### src/rtl/hlbbc_pkg.sv
package hlbbc_pkg;

  typedef enum logic [1:0] {
    ACT_GET     = 2'd0,
    ACT_RELEASE = 2'd1,
    ACT_PIN     = 2'd2,
    ACT_UNPIN   = 2'd3
  } action_e;

  typedef enum logic [1:0] {
    ST_OK        = 2'd0,
    ST_NO_FREE   = 2'd1,
    ST_UNDERFLOW = 2'd2
  } status_e;

  typedef enum logic [1:0] {
    FSM_IDLE  = 2'd0,
    FSM_SCAN  = 2'd1,
    FSM_APPLY = 2'd2,
    FSM_OUT   = 2'd3
  } fsm_e;

  localparam int unsigned IdxW   = 5;
  localparam int unsigned RefsW  = 8;
  localparam logic [7:0]  RefsMax = 8'hff;

  typedef struct packed {
    logic [1:0]  action;
    logic [7:0]  device;
    logic [31:0] block_number;
    logic [4:0]  buffer_index;
    logic [31:0] current_time;
  } req_t;

  typedef struct packed {
    logic [4:0] entry_index;
    logic       hit;
    logic       needs_fill;
    logic [1:0] status;
  } rsp_t;

  // Search token that ripples down the cell chain.
  typedef struct packed {
    logic        hit_found;
    logic [IdxW-1:0] hit_idx;
    logic        bkt_found;
    logic [IdxW-1:0] bkt_idx;
    logic [31:0] bkt_stamp;
    logic        any_found;
    logic [IdxW-1:0] any_idx;
    logic [31:0] any_stamp;
  } tok_t;

  // Command broadcast to all cells in the apply cycle.
  typedef struct packed {
    logic        en;
    logic        retag;
    logic        inc;
    logic        dec;
    logic        stamp;
    logic [IdxW-1:0] idx;
  } cmd_t;

endpackage

### src/rtl/hlbbc_cell.sv
module hlbbc_cell #(
  parameter int unsigned MyIdx   = 0,
  parameter int unsigned BktW    = 3,
  parameter int unsigned InitBkt = 0
) (
  input  logic              clk_i,
  input  logic              rst_ni,
  input  logic              scan_i,
  input  logic [7:0]        dev_i,
  input  logic [31:0]       blk_i,
  input  logic [BktW-1:0]   bkt_i,
  input  logic [31:0]       now_i,
  input  hlbbc_pkg::tok_t   tok_i,
  output hlbbc_pkg::tok_t   tok_o,
  input  hlbbc_pkg::cmd_t   cmd_i,
  output logic [7:0]        refs_o,
  output logic              valid_o
);

  logic [7:0]      dev_q;
  logic [31:0]     blk_q;
  logic [BktW-1:0] bkt_q;
  logic            valid_q;
  logic [7:0]      refs_q;
  logic [31:0]     stamp_q;
  logic            sel, free, in_bkt;

  assign sel    = cmd_i.en && (cmd_i.idx == hlbbc_pkg::IdxW'(MyIdx));
  assign free   = (refs_q == '0);
  assign in_bkt = (bkt_q == bkt_i);
  assign refs_o  = refs_q;
  assign valid_o = valid_q;

  // Token update: first hit wins, strict-less keeps the lowest index on ties.
  always_comb begin
    tok_o = tok_i;
    if (scan_i) begin
      if (!tok_i.hit_found && in_bkt && dev_q == dev_i && blk_q == blk_i) begin
        tok_o.hit_found = 1'b1;
        tok_o.hit_idx   = hlbbc_pkg::IdxW'(MyIdx);
      end
      if (free && in_bkt && (!tok_i.bkt_found || stamp_q < tok_i.bkt_stamp)) begin
        tok_o.bkt_found = 1'b1;
        tok_o.bkt_idx   = hlbbc_pkg::IdxW'(MyIdx);
        tok_o.bkt_stamp = stamp_q;
      end
      if (free && (!tok_i.any_found || stamp_q < tok_i.any_stamp)) begin
        tok_o.any_found = 1'b1;
        tok_o.any_idx   = hlbbc_pkg::IdxW'(MyIdx);
        tok_o.any_stamp = stamp_q;
      end
    end
  end

  always_ff @(posedge clk_i or negedge rst_ni) begin
    if (!rst_ni) begin
      dev_q   <= '0;
      blk_q   <= '0;
      bkt_q   <= BktW'(InitBkt);
      valid_q <= 1'b0;
      refs_q  <= '0;
      stamp_q <= '0;
    end else if (sel) begin
      if (cmd_i.retag) begin
        dev_q   <= dev_i;
        blk_q   <= blk_i;
        bkt_q   <= bkt_i;
        valid_q <= 1'b1;
        refs_q  <= 8'd1;
      end else if (cmd_i.inc) begin
        valid_q <= valid_q | (cmd_i.stamp);
        if (refs_q != hlbbc_pkg::RefsMax) refs_q <= refs_q + 8'd1;
      end else if (cmd_i.dec && !free) begin
        refs_q <= refs_q - 8'd1;
        if (cmd_i.stamp && refs_q == 8'd1) stamp_q <= now_i;
      end
    end
  end

endmodule

### config.mk
export PLATFORM = sky130hd
export DESIGN_NAME = hlbbc_cell
export DESIGN_NICKNAME = d
export VERILOG_FILES = /design/src/rtl/hlbbc_pkg.sv /design/src/rtl/hlbbc_cell.sv
export SDC_FILE = /design/constraint.sdc
export NUM_CORES = 1
export LEC_CHECK = 0
export ABC_AREA = 1
export BUFFER_PORTS_ARGS = -buffer_cell sky130_fd_sc_hd__buf_2
export CAP_MARGIN = 15
export CORE_UTILIZATION = 51
export DETAILED_ROUTE_END_ITERATION = 10
export PLACE_DENSITY_LB_ADDON = 0.08
export SYNTH_ARGS = -nofsm -noshare
export SYNTH_HDL_FRONTEND = slang
export SYNTH_SLANG_ARGS = --single-unit
export TNS_END_PERCENT = 50
### constraint.sdc
create_clock -name clk_i -period 3.2 [get_ports clk_i]
set_input_delay 0.64 -clock clk_i [delete_from_list [all_inputs] [get_ports clk_i]]
set_output_delay 0.64 -clock clk_i [all_outputs]
set_load 0.02 [all_outputs]
Word-level counts from Yosys, hierarchy flattened
Index checks and enable logic that the tools add are counted.
- equality and inequality tests: 6
- bitwise gates (word level): 3
- reduce and logical (&&, ||, !) cells: 23
- order comparisons: 2
- multiplexer cells: 10
- $add $sub $neg: 2
- operators with widths (kind ; number):
    82-bit 2-to-1 mux ; 1
    38-bit 2-to-1 mux ; 2
    32-bit < comparator ; 2
    32-bit == test ; 1
    8-bit 2-to-1 mux ; 4
    1-bit logical AND ; 9
    8-bit by 1-bit adder with 8-bit output, second input constant ; 1
    8-bit by 1-bit == test with 1-bit output, second input constant ; 1
    8-bit == test ; 1
    8-bit zero test ; 1
    8-bit != test, second input constant ; 1
    8-bit by 1-bit subtractor with 8-bit output, second input constant ; 1
    6-bit 2-to-1 mux ; 1
    5-bit zero test ; 1
    5-bit AND reduction ; 1
    1-bit zero test ; 4
    2-bit AND reduction ; 2
    3-bit == test ; 1
    3-bit by 1-bit != test with 1-bit output, second input constant ; 1
    3-bit AND reduction ; 1
    3-bit nonzero test ; 1
    1-bit logical OR ; 2
    1-bit 2-to-1 mux ; 2
    1-bit NOT ; 2
    2 further kinds ; 2
- register bits: 84
- input port bits: 170
- logic and storage cells: 52

Longest topological paths before layout
- depth after elaboration: 6
- mapped depth: 17
- depth with buffers taken out: 16

Least setup slack after synthesis
No wires, ideal clock.
- kind: input -> output
- start point: input port tok_i[43] in the netlist's numbering
- end point: output port tok_o[50] in the netlist's numbering
- data arrival time: 2.241 ns
- slack: 0.319 ns
- path buffers: 2
- cell stages on the path: 15
- data required time: 2.560 ns
- cell sequence: inv_1 ha_1 a21oi_1 nor2_1 nor3_1 nand2_1 nand2_1 nand2_1 nand2_1 nand2_1 nand2_1 buf_2 clkbuf_1 nand3_1 nand2_1
- RTL lines (what ; RTL line ; text):
    from (decl) ; hlbbc_cell.sv:13 ; input hlbbc_pkg::tok_t tok_i,
    to (decl) ; hlbbc_cell.sv:14 ; output hlbbc_pkg::tok_t tok_o,

==> flow_summary.ini <==
[outcome]
status = finished, violations left
violations = negative setup slack

[sta]
finalHoldViolCount = 0
finalSetupViolCount = 32
hold_ws_ns = 0.3259
relSlewSlack = 0.4722
fmax_mhz = 303.0
clock_skew_ns = 0.006627
rsz0062_at_grt = yes
fin_crit_sh = 1.031
drv_slew = 0
min_period_ns = 3.301
tightest_slew_ns = 0.7909
setup_ws_ns = -0.1008

[layout]
fin_nets = 1526
syn_to_final_growth_pct = 42.78
drive_above_1_share = 0.3282
fin_cells = 1473
final_common_cell = nand2_1
layout_common_cells = 290 x nand2_1, 221 x buf_2, 127 x inv_1, 121 x nand3_1, 81 x dfrtp_1

[power]
p_total_mw = 3.835
irDropWorstVdd_uv = 326.8
p_per_area_nw_per_um2 = 390.6
leakagePower_nw = 5.640

[routing]
wl_per_cell_microns = 15.59
first_pass_iters = 5
drc_errors = 0
wl_microns = 22970
ant_nets = 0
vias_per_cell = 5.319
drtIter0Drc = 472
vias = 7835

[synth]
synth-xor-area-share = 0.03057
synthAdderAreaFrac = 0.1201
yosysSeqAreaShare = 0.3057
syn-num-nets = 1259
synth_seq_cells = 84
synth.distinct_cells = 32
synth-compound-area-share = 0.09916
yosysWarnings = 0
synthMuxAreaShare = 0
synth_top_family_by_area = simple AND/OR/NAND/NOR gates
syn_area_per_cell_sq_um = 6.722
synthSimpleGateAreaFrac = 0.3395
synthesis.area_sq_um = 6877
synthCells = 1023

[global_route]
antenna_found_initial = 1
grt_max_degree = 72
grt.total_usage = 0.3005
grt_pass1_wl_microns = 33600
grt_pass1_vias = 6992
overflow = 0

[floorplanning]
dieWidth_microns = 118.1
coreArea_sq_um = 13190
initial_core_util = 0.5213
die-area_sq_um = 13950
die_y_microns = 118.1
fp-row-count = 42
ioPinCount = 261

[min_path]
holdCritPathClass = in2async

[setup_path]
arrival_ns = 2.66
cp-end-kind = primary output
cp.required_ns = 2.56
rr_endpoint = refs_o[7]
crit_path_start_kind = primary input
path_class = in2out
cp_max_fo = 8
r2r_slack_ns = 0.66
rr_worst_depth = 9
timing.rr.start = refs_o[0]

[placement]
place.gp.congestion = 0.9119
pre_cts_ws_ns = -0.01286
dp.cells = 1445
io_buffers = 260
dp_hpwl_microns = 16090

[cts]
hold_buffers = 0
insertion_delay_ns = 0.35
cts_buffer_depth = 2
cts_max_level = 3
numCtsBuffers = 9
cts_tree = yes
clk_pin_slew_worst_paths_ns = 0.07
clock-sinks = 84
root_buffer = clkbuf_16

[job]
cap_violations = 0
-- sequential cells by signal (all words and copies together), names as in the netlist --
register  flops
blk_q        32
stamp_q      32
dev_q         8
refs_o        8
bkt_q         3
valid_o       1
-- layout make-up --
class / count / area [sq um]
fill: 1064 / 3372
antenna: 2 / 5.005
multi-input combinational: 763 / 4609
timing repair buffer: 301 / 2028
clock buffer: 10 / 239.0
sequential: 84 / 2106
tap: 176 / 220.2
clock inverter: 6 / 118.9
inverter: 131 / 491.7
-- cells by family (layout without fill, tap and decap cells) --
family,count (synthesis),after routing
xor gates and xnor gates,24,24
DFF,84,84
and+or+nand+nor,553,553
other,0,2
AOI/OAI and AO/OA,120,120
adders and majority gates,66,66
buffers and inverters,176,448
-- critical path, stage by stage --
cell       delay (ns)
buf_2            0.12
inv_1            0.07
ha_4             0.26
nand2_2          0.06
nor2_4           0.11
nand4_1          0.16
nor4_2           0.29
buf_4            0.17
nand2_2          0.05
nand2_2          0.07
nand2_4          0.08
nand2_8          0.13
clkbuf_16        0.20
nand2_4          0.05
nand2_2          0.06
buf_6            0.11
-- synthesized netlist by cell type --
library cell | instances | area [sq um]
nand2_1 | 364 | 1366
inv_1 | 129 | 484.2
nand3_1 | 121 | 605.6
dfrtp_1 | 84 | 2102
ha_1 | 66 | 825.8
o21ai_1 | 33 | 165.2
a21oi_1 | 32 | 160.2
nor2_1 | 31 | 116.4
o21ai_0 | 20 | 100.1
buf_2 | 19 | 95.09
xor2_1 | 17 | 148.9
clkbuf_1 | 16 | 60.06
a21boi_0 | 15 | 112.6
nand4_1 | 10 | 62.56
nor4_1 | 9 | 56.30
o22ai_1 | 9 | 56.30
buf_4 | 8 | 60.06
nor3_1 | 8 | 40.04
o211ai_1 | 7 | 52.55
xnor2_1 | 7 | 61.31
or2_2 | 4 | 25.02
inv_2 | 2 | 7.510
nor2_2 | 2 | 12.51
o2111ai_1 | 2 | 17.52
a221oi_1 | 1 | 8.760
a22o_1 | 1 | 8.760
buf_1 | 1 | 3.750
buf_6 | 1 | 11.26
nand2_2 | 1 | 6.260
nor3b_2 | 1 | 12.51
nor3b_4 | 1 | 18.77
nor4_2 | 1 | 12.51
-- worst max path at each step --
| stage | endpoint | slack [ns] | startpoint |
|---|---|---|---|
| floorplan | tok_o[50] | 0.32 | tok_i[43] |
| global placement | tok_o[47] | 0.04 | tok_i[43] |
| detailed placement | tok_o[21] | -0.01 | tok_i[31] |
| CTS | tok_o[6] | 0.007 | stamp_q[31] |
| global route | tok_o[12] | -0.23 | stamp_q[26] |
| finish | tok_o[25] | -0.10 | tok_i[28] |
-- stage by stage --
step	utilization	cell area [sq um]	TNS (ns)
after floorplan	-	6877	0
after global placement	0.6406	8449	0
after detailed placement	0.6406	8449	-0.04019
after CTS	0.6709	8850	0
after global routing	0.7442	9816	-10.17
final	0.7444	9818	-2.448
-- report_power, final --
part	internal, mW	total (mW)	switching, mW	leakage [nW]
clock network	0.794	1.26	0.462	0.175
registers	1.18	1.28	0.105	1.12
logic	0.558	1.30	0.739	4.35
-- per-layer routing --
layer | share of wire | global-route usage | up-vias
met5 | 0 | 0 | -
met3 | 0.071 | 0.05717 | 72
met4 | 0.036 | 0.1074 | 0
li1 | - | - | 3850
met2 | 0.49 | 0.5140 | 338
met1 | 0.41 | 0.3763 | 3575
-- timing repair --
action / 4_1_cts / 5_1_grt
setup endpoints to repair: 54 / 74
gates cloned: 0 / 5
gates resized for setup: 13 / 223
buffers inserted: 0 / 5
pin swaps: 1 / 24
(Power assumes the default switching activity.)
